[config.mk]
export PLATFORM = sky130hd
export DESIGN_NAME = multi_channel_tick_timer_bank_unit
export DESIGN_NICKNAME = d
export VERILOG_FILES = /design/src/rtl/tmb_pkg.sv /design/src/rtl/tmb_chan.sv /design/src/rtl/multi_channel_tick_timer_bank_unit.sv
export SDC_FILE = /design/constraint.sdc
export NUM_CORES = 1
export LEC_CHECK = 0
export ABC_AREA = 1
export BUFFER_PORTS_ARGS = -buffer_cell sky130_fd_sc_hd__buf_2
export CORE_AREA = 2 2 150 261
export CTS_CLUSTER_DIAMETER = 30
export DETAILED_ROUTE_END_ITERATION = 8
export DIE_AREA = 0 0 152 263
export PLACE_DENSITY = 0.57
export SLEW_MARGIN = 20
export SYNTH_ARGS = -nofsm -noshare
export SYNTH_HDL_FRONTEND = slang
export SYNTH_SLANG_ARGS = --single-unit
[constraint.sdc]
create_clock -name clk -period 2.6 [get_ports clk]
set_input_delay 0.52 -clock clk [delete_from_list [all_inputs] [get_ports clk]]
set_output_delay 0.52 -clock clk [all_outputs]
set_load 0.05 [all_outputs]
[src/rtl/tmb_pkg.sv]
// Shared constants and types for the tick timer bank.
package tmb_pkg;

  localparam int NUM_TIMERS_DEF  = 8;
  localparam int LIMIT_WIDTH_DEF = 16;

  localparam int OP_W   = 2;
  localparam int CH_W   = 3;
  localparam int SV_W   = 16;
  localparam int MASK_W = 8;

  localparam logic [OP_W-1:0] OP_TICK  = 2'd0;
  localparam logic [OP_W-1:0] OP_INIT  = 2'd1;
  localparam logic [OP_W-1:0] OP_START = 2'd2;
  localparam logic [OP_W-1:0] OP_STOP  = 2'd3;

  typedef struct packed {
    logic tick;
    logic init;
    logic start;
    logic stop;
    logic cyclic;
  } tmb_ctl_t;

endpackage

[src/rtl/tmb_chan.sv]
// One timer channel: count, limit, mode and enable with its update logic.
module tmb_chan #(
  parameter int LIMIT_WIDTH = tmb_pkg::LIMIT_WIDTH_DEF
) (
  input  logic                   clk,
  input  logic                   rst_n,
  input  tmb_pkg::tmb_ctl_t      ctl,
  input  logic [LIMIT_WIDTH-1:0] limit_in,
  output logic                   en_q,
  output logic                   en_nxt,
  output logic                   fired
);

  logic [LIMIT_WIDTH:0]   count_r, count_nxt;
  logic [LIMIT_WIDTH-1:0] limit_r, limit_nxt;
  logic                   cyc_r, cyc_nxt;
  logic                   en_r;

  always_comb begin
    count_nxt = count_r;
    limit_nxt = limit_r;
    cyc_nxt   = cyc_r;
    en_nxt    = en_r;
    fired     = 1'b0;
    if (ctl.tick) begin
      if (en_r) begin
        if (count_r <= {1'b0, limit_r}) begin
          count_nxt = count_r + 1'b1;
        end else begin
          count_nxt = '0;
          fired     = 1'b1;
          if (!cyc_r) begin
            en_nxt = 1'b0;
          end
        end
      end
    end else if (ctl.init) begin
      en_nxt    = 1'b0;
      limit_nxt = limit_in;
      cyc_nxt   = ctl.cyclic;
      count_nxt = '0;
    end else if (ctl.start) begin
      count_nxt = '0;
      en_nxt    = 1'b1;
    end else if (ctl.stop) begin
      en_nxt = 1'b0;
    end
  end

  always_ff @(posedge clk) begin
    if (!rst_n) begin
      count_r <= '0;
      limit_r <= '0;
      cyc_r   <= 1'b0;
      en_r    <= 1'b0;
    end else begin
      count_r <= count_nxt;
      limit_r <= limit_nxt;
      cyc_r   <= cyc_nxt;
      en_r    <= en_nxt;
    end
  end

  assign en_q = en_r;

endmodule

[src/rtl/multi_channel_tick_timer_bank_unit.sv]
// Top level of the tick timer bank: input register, channel array, result register.
// Bank of NUM_TIMERS timers driven by commands: tick, init, start and stop. Each
// accepted transaction yields exactly one result transaction holding the fired mask
// of a tick and the enable mask after the command, for channels 0 to 7. A command
// is taken into the input register, evaluated by all channels in parallel and
// lands in the result register, so one transaction is accepted per cycle when the
// result side does not stall; a stall on the result side holds the command in the
// input register. Init, start and stop commands naming a channel at or above
// NUM_TIMERS change nothing; a tick acts on every channel, whatever it names.
module multi_channel_tick_timer_bank_unit #(
  parameter int NUM_TIMERS  = tmb_pkg::NUM_TIMERS_DEF,
  parameter int LIMIT_WIDTH = tmb_pkg::LIMIT_WIDTH_DEF
) (
  input  logic                       clk,
  input  logic                       rst_n,
  input  logic                       in_valid,
  output logic                       in_stall,
  input  logic [tmb_pkg::OP_W-1:0]   in_opcode,
  input  logic [tmb_pkg::CH_W-1:0]   in_channel,
  input  logic [tmb_pkg::SV_W-1:0]   in_stop_value,
  input  logic                       in_mode,
  output logic                       out_valid,
  input  logic                       out_stall,
  output logic [tmb_pkg::MASK_W-1:0] out_fired_mask,
  output logic [tmb_pkg::MASK_W-1:0] out_enabled_mask
);

  logic                       in_v_r;
  logic [tmb_pkg::OP_W-1:0]   op_r;
  logic [tmb_pkg::CH_W-1:0]   ch_r;
  logic [tmb_pkg::SV_W-1:0]   sv_r;
  logic                       mode_r;
  logic                       out_v_r;
  logic [tmb_pkg::MASK_W-1:0] fired_r;
  logic [tmb_pkg::MASK_W-1:0] enabled_r;

  logic                       step;
  logic                       in_take;
  logic [LIMIT_WIDTH-1:0]     limit_in;
  logic [NUM_TIMERS-1:0]      en_cur;
  logic [NUM_TIMERS-1:0]      en_all;
  logic [NUM_TIMERS-1:0]      fired_all;
  logic [tmb_pkg::MASK_W-1:0] fired_mask;
  logic [tmb_pkg::MASK_W-1:0] en_mask;
  logic [tmb_pkg::MASK_W-1:0] en_cur_mask;

  assign step     = in_v_r && (!out_v_r || !out_stall);
  assign in_stall = in_v_r && !step;
  assign in_take  = in_valid && !in_stall;
  assign limit_in = LIMIT_WIDTH'(sv_r);

  always_ff @(posedge clk) begin
    if (!rst_n) begin
      in_v_r <= 1'b0;
    end else if (in_take) begin
      in_v_r <= 1'b1;
    end else if (step) begin
      in_v_r <= 1'b0;
    end
  end

  always_ff @(posedge clk) begin
    if (in_take) begin
      op_r   <= in_opcode;
      ch_r   <= in_channel;
      sv_r   <= in_stop_value;
      mode_r <= in_mode;
    end
  end

  for (genvar i = 0; i < NUM_TIMERS; i++) begin : g_chan
    tmb_pkg::tmb_ctl_t ctl;
    logic              sel;

    assign sel        = (int'(ch_r) == i);
    assign ctl.tick   = step && (op_r == tmb_pkg::OP_TICK);
    assign ctl.init   = step && sel && (op_r == tmb_pkg::OP_INIT);
    assign ctl.start  = step && sel && (op_r == tmb_pkg::OP_START);
    assign ctl.stop   = step && sel && (op_r == tmb_pkg::OP_STOP);
    assign ctl.cyclic = mode_r;

    tmb_chan #(
      .LIMIT_WIDTH(LIMIT_WIDTH)
    ) u_chan (
      .clk      (clk),
      .rst_n    (rst_n),
      .ctl      (ctl),
      .limit_in (limit_in),
      .en_q     (en_cur[i]),
      .en_nxt   (en_all[i]),
      .fired    (fired_all[i])
    );
  end

  for (genvar j = 0; j < tmb_pkg::MASK_W; j++) begin : g_mask
    if (j < NUM_TIMERS) begin : g_on
      assign fired_mask[j]  = fired_all[j];
      assign en_mask[j]     = en_all[j];
      assign en_cur_mask[j] = en_cur[j];
    end else begin : g_off
      assign fired_mask[j]  = 1'b0;
      assign en_mask[j]     = 1'b0;
      assign en_cur_mask[j] = 1'b0;
    end
  end

  always_ff @(posedge clk) begin
    if (!rst_n) begin
      out_v_r <= 1'b0;
    end else if (step) begin
      out_v_r <= 1'b1;
    end else if (!out_stall) begin
      out_v_r <= 1'b0;
    end
  end

  always_ff @(posedge clk) begin
    if (step) begin
      fired_r   <= fired_mask;
      enabled_r <= en_mask;
    end
  end

  assign out_valid        = out_v_r;
  assign out_fired_mask   = fired_r;
  assign out_enabled_mask = enabled_r;

  a_step_loads_result: assert property (@(posedge clk) disable iff (!rst_n)
    step |=> out_v_r)
    else $error("result register not loaded after a command was evaluated");

  a_cmd_no_fire: assert property (@(posedge clk) disable iff (!rst_n)
    step && (op_r != tmb_pkg::OP_TICK) |=> (fired_r == '0))
    else $error("channel fired on a non-tick command");

  a_fire_needs_enable: assert property (@(posedge clk) disable iff (!rst_n)
    step |=> ((fired_r & ~$past(en_cur_mask)) == '0))
    else $error("disabled channel fired");

  a_held_on_stall: assert property (@(posedge clk) disable iff (!rst_n)
    out_v_r && out_stall |=> $stable(fired_r) && $stable(enabled_r) && out_v_r)
    else $error("stalled result changed");

endmodule
Yosys cells after proc, flatten, opt, wreduce, memory -nomap -nowiden
Cells that the tools add are included.
- word-level logic and storage cells: 267
- register bits: 320
- output and inout bits: 18
- $add $sub $neg: 8
- multiplexer cells: 108
- bitwise gates (word level): 1
- reductions and logical operators: 76
- equality and inequality tests: 19
- order comparisons: 8
- operators by type and width (operator ; count):
    $mux W17 ; 40
    $add A17 B1 Y17 const B ; 8
    $le A17 B16 Y1 ; 8
    $mux W1 ; 68
    $reduce_and A2 Y1 ; 24
    $logic_and A1 B1 Y1 ; 36
    $reduce_bool A3 Y1 ; 8
    $ne A2 B1 Y1 const B ; 9
    $eq A3 B3 Y1 const B ; 4
    $eq A3 B2 Y1 const B ; 2
    $eq A2 B2 Y1 const B ; 2
    $logic_not A1 Y1 ; 4
    $eq A3 B1 Y1 const B ; 1
    $logic_not A3 Y1 ; 1
    $eq A2 B1 Y1 const B ; 1
    $logic_not A2 Y1 ; 1
    $reduce_bool A2 Y1 ; 1
    $logic_or A1 B1 Y1 ; 1
    $not A1 Y1 ; 1

Logic depth before layout (Yosys ltp)
- word-level depth: 9
- depth in mapped cells: 16
- mapped depth without buffers: 15

Hierarchy
Synthesis repeated with hierarchy kept, for this count alone.
- cells, all modules: 2601
- area total of the unflattened synthesis: 18992.0 um2
- modules (own cells, without submodules) (module ; area an instance (um2) ; sequential area each (um2) ; cells each ; times used):
    tmb_chan ; 2190.9 ; 700.7 ; 313 ; 8
    multi_channel_tick_timer_bank_unit ; 1465.2 ; 1181.1 ; 97 ; 1

Worst setup path before layout
No wires, ideal clock.
- path type: flip-flop to flip-flop
- start point: register out_v_r, in the netlist out_valid
- end point: register ch_r[0] (netlist bit) (enable)
- cell stages (with the launch flop): 6
- buffers on the path: 0
- slack: 0.271 ns
- data arrival time: 1.982 ns
- clock period less this slack: 2.329 ns
- cells stage by stage: dfxtp_1 > nand2_2 > nor2_1 > inv_1 > nand2_1 > inv_1
- longest elaborated chain between the ends: 7
- ends and longest elaborated chain (item ; line ; text):
    start, declared ; multi_channel_tick_timer_bank_unit.sv:33 ; logic out_v_r;
    start signal, assigned ; multi_channel_tick_timer_bank_unit.sv:109 ; out_v_r <= 1'b0;
    start signal, assigned ; multi_channel_tick_timer_bank_unit.sv:111 ; out_v_r <= 1'b1;
    start signal, assigned ; multi_channel_tick_timer_bank_unit.sv:113 ; out_v_r <= 1'b0;
    $logic_not A1 Y1 ; multi_channel_tick_timer_bank_unit.sv:47 ; assign step = in_v_r && (!out_v_r || !out_stall);
    $logic_or A1 B1 Y1 ; multi_channel_tick_timer_bank_unit.sv:47 ;
    $logic_and A1 B1 Y1 ; multi_channel_tick_timer_bank_unit.sv:47 ;
    $logic_not A1 Y1 ; multi_channel_tick_timer_bank_unit.sv:48 ; assign in_stall = in_v_r && !step;
    $logic_and A1 B1 Y1 ; multi_channel_tick_timer_bank_unit.sv:48 ;
    via in_stall ; multi_channel_tick_timer_bank_unit.sv:17 ; output logic in_stall,
    $logic_not A1 Y1 ; multi_channel_tick_timer_bank_unit.sv:49 ; assign in_take = in_valid && !in_stall;
    $logic_and A1 B1 Y1 ; multi_channel_tick_timer_bank_unit.sv:49 ;
    via in_take ; multi_channel_tick_timer_bank_unit.sv:38 ; logic in_take;
    end signal, assigned ; multi_channel_tick_timer_bank_unit.sv:65 ; ch_r <= in_channel;
    end, declared ; multi_channel_tick_timer_bank_unit.sv:30 ; logic [tmb_pkg::CH_W-1:0] ch_r;
The timed path passes the listed nets, and every way through them passes these cells.
A chain may end at the register's enable or synchronous reset.

Final worst setup path
- start point: register op_r[0] (netlist bit)
- end point: register g_chan[4].u_chan.count_r[4]
- longest elaborated chain between the ends: 4
- ends and longest elaborated chain (item ; line ; text):
    start, declared ; multi_channel_tick_timer_bank_unit.sv:29 ; logic [tmb_pkg::OP_W-1:0] op_r;
    start signal, assigned ; multi_channel_tick_timer_bank_unit.sv:64 ; op_r <= in_opcode;
    $eq A2 B2 Y1, or another cell as far along ; multi_channel_tick_timer_bank_unit.sv:78 ; assign ctl.start = step && sel && (op_r == tmb_pkg::OP_START);
    $logic_and A1 B1 Y1, on equally long branches ; multi_channel_tick_timer_bank_unit.sv:78, multi_channel_tick_timer_bank_unit.sv:76, multi_channel_tick_timer_bank_unit.sv:77 ;
    $reduce_bool A3 Y1 (no line), or another cell as far along ; -- ;
    $reduce_and A2 Y1 (no line) or $mux W17 (tied branches) ; -- ;
    end signal, assigned ; tmb_chan.sv:57 ; count_r <= count_nxt;
    end, declared ; tmb_chan.sv:14 ; logic [LIMIT_WIDTH:0] count_r, count_nxt;
Several ways; a longest one is shown, not always the timed one.

==> impl_metrics.ini <==
[finish]
ff_latch_area_sq_um = 6787
instances_no_fill = 2913
fillers = 3679
drive_gt1_share_pct = 7.404
nets = 2551
area_growth_pct = 15.96
multi_input_area_sq_um = 8494

[yosys]
synthesis.area_sq_um = 16820
ys_ff_latch = 320
synthCells = 2329
ys_seq_area_share_pct = 40.34
avgSynthCellArea_sq_um = 7.224
synth_nets = 2491
yosysUniqueCellTypes = 37
ys.warnings.count = 0

[timing]
min_period_over_period_pct = 88.32
fin_ws_ps = 303.7
hold_slack_ps = 129.8
setup_viol_count_final = 0
drv_slew = 0
skew_ps = 16.00
grt_setup_unrepaired = no
tns_ps = 0
fmax_mhz = 435.5
slew_headroom_pct = 39.14
hold_viol = 0
period_needed_ps = 2296
tightestPinTransition_ps = 912.9

[routing]
firstDrtPassIters = 7
vias_per_cell = 5.100
drtIter0Drc = 806
drc_errors = 0
drt-total-wl_um = 45170
ant_nets = 0
vias = 14857
routedWlPerCell_um = 15.51

[setup_path]
crit_type = reg2reg
crit_fanout = 11
start_kind = register
arrival_ps = 2750
end_kind = register
crit_required_ps = 3050
rrSetupSlack_ps = 300

[die]
die_area_sq_um = 39980
initial_core_util_pct = 44.56
die_h_um = 263
coreArea_sq_um = 37750
ioPinCount = 44
die_w_um = 152
num_rows = 94

[clocking]
clock_latency_ps = 560
cts_hold_buffers = 0
cts-root-buf = clkbuf_16
cts_max_path_buffers = 3
cts_tree = done
cts_max_level = 2
numCtsBuffers = 53
numClockSinks = 320
cts.clk_slew.worst_paths_ps = 50

[grt]
track_usage_pct = 22.53
grt_pass1_vias = 14609
grt_max_degree = 67
grt_pass1_wl_um = 73000
antenna_found_initial = 0
grt_overflow = 0

[worst_hold_path]
min_path_type = in2reg

[power_and_ir_drop]
power.density_nw_per_um2 = 667.4
p_leak_nw = 8.383
vdd_drop_max_mv = 0.6553
total_power_mw = 13.02

[run_status]
outcome = finished, final reports clean

[placed_design]
place_ws_ps = 109.7
io_buffer_count = 43
hpwl_um = 32500
dp.cells = 2812
gp_congestion = 0.8638

[job]
maxCapViolCount = 0
## stage by stage
stage / utilization [%] / area (sq um)
2_1_floorplan: - / 16820
3_3_place_gp: 46.62 / 17600
3_5_place_dp: 46.62 / 17600
4_1_cts: 51.62 / 19490
5_1_grt: 51.66 / 19510
6_report: 51.68 / 19510
## what timing repair did
item,4_1_cts,5_1_grt
gates resized for setup,0,1
setup endpoints to repair,0,28
setup buffers,0,2
## worst paths after layout
check | from | end | depth (start not counted)
max | op_r[0] | g_chan[4].u_chan.count_r[4] | 9
max reg2reg | op_r[0] | g_chan[4].u_chan.count_r[4] | 9
min reg2reg | g_chan[7].u_chan.limit_r[6] | g_chan[7].u_chan.limit_r[6] | 2
min | in_stop_value[11] | limit_in[11] | 1
## registers in the layout, indices dropped and copies added (netlist names)
register,cells
ch_r,3
limit_in,16
in_v_r,1
out_fired_mask,8
out_enabled_mask,8
g_chan.u_chan.en_q,8
mode_r,1
op_r,2
g_chan.u_chan.count_r,136
g_chan.u_chan.cyc_r,8
g_chan.u_chan.limit_r,128
out_valid,1
## cells in the mapped netlist
cell      count  share of area [%]
a31o_2        2               0.10
a21o_1        9               0.40
nand3_1     102                3.0
inv_2         1              0.022
a21oi_1     203                6.0
buf_4         7               0.31
nand2_2       4               0.15
nor2_1      304                6.8
nor3_4        1              0.097
and2_1        1              0.037
o21ai_1       2              0.059
nand2_1     488                 11
clkbuf_2      1              0.030
dfxtp_1     282                 34
nand2_4       1              0.067
edfxtp_1     38                6.8
xor2_1       52                2.7
or2_2         7               0.26
nand3b_1     11               0.49
buf_2        14               0.42
nor3_1       34                1.0
clkbuf_1     44               0.98
a22oi_1       1              0.045
a31oi_1       2              0.074
o31ai_1       2              0.089
ha_1        136                 10
nand4_1      38                1.4
xnor2_1       6               0.31
nor2_2        2              0.074
buf_1         1              0.022
inv_1       332                7.4
o21bai_1     11               0.49
nor3b_1       1              0.045
and3_1        1              0.037
o22ai_1       5               0.19
a22o_1        1              0.052
o21ai_0     182                5.4
## cells by family (layout without fill, tap and decap cells)
group	count (synthesis)	in the layout	share of synthesized area, %
AOI/OAI and AO/OA	420	420	12.95
xor gates and xnor gates	58	58	3.019
adders and majority gates	136	136	10.11
buffers and inverters	400	502	9.192
DFF	320	320	40.34
other	0	2	0
and+or+nand+nor	995	995	24.38
## cells in the final DEF, fill, tap and decap left out, types with 4 or more instances in the layout
cell | synthesis | layout
xnor2_1 | 6 | 6
nand3b_1 | 11 | 11
clkbuf_16 | 0 | 53
or2_2 | 7 | 7
buf_12 | 0 | 4
clkinvlp_4 | 0 | 9
nand2_2 | 4 | 5
clkbuf_1 | 44 | 6
nor2_1 | 304 | 304
a21o_1 | 9 | 9
nand4_1 | 38 | 38
nand3_1 | 102 | 102
o22ai_1 | 5 | 5
buf_4 | 7 | 26
buf_2 | 14 | 42
edfxtp_1 | 38 | 38
bufinv_16 | 0 | 10
o21bai_1 | 11 | 11
xor2_1 | 52 | 52
a21oi_1 | 203 | 203
clkinv_4 | 0 | 5
o21ai_0 | 182 | 182
nand2_1 | 488 | 487
inv_6 | 0 | 5
ha_1 | 136 | 136
dfxtp_1 | 282 | 282
inv_1 | 332 | 332
nor3_1 | 34 | 34
clkbuf_8 | 0 | 4
## critical path: stages (launching register included)
cell and delay [ps]:
edfxtp_1 500, buf_4 190, nor3_4 240, buf_4 250, nand2_1 110, nand2_1 350
inv_2 170, nor2_1 150, xor2_1 160, nor2_1 60
## cell type report
cell class                      instances  share of cell area (%)
Clock inverter                         34                   2.482
Timing Repair Buffer                   72                   2.488
Tap cell                              480                   3.078
Clock buffer                           63                   7.196
Multi-Input combinational cell       1609                   43.54
Inverter                              333                   6.407
Sequential cell                       320                   34.78
Antenna cell                            2                 0.02565
## layer usage
| layer | vias up | GRT usage (%) | share of wire (%) |
|---|---|---|---|
| met4 | 0 | 9.851 | 3.9 |
| met5 | - | 0 | 0 |
| met2 | 270 | 42.05 | 52 |
| li1 | 7642 | - | - |
| met3 | 105 | 3.984 | 4.2 |
| met1 | 6840 | 24.71 | 40 |
## where the power goes
part	total, mW	internal, mW	switching (mW)
clock network	7.43	4.87	2.56
registers	5.16	5.06	0.104
logic	0.431	0.125	0.306
Power figures use the tool's default switching activity.
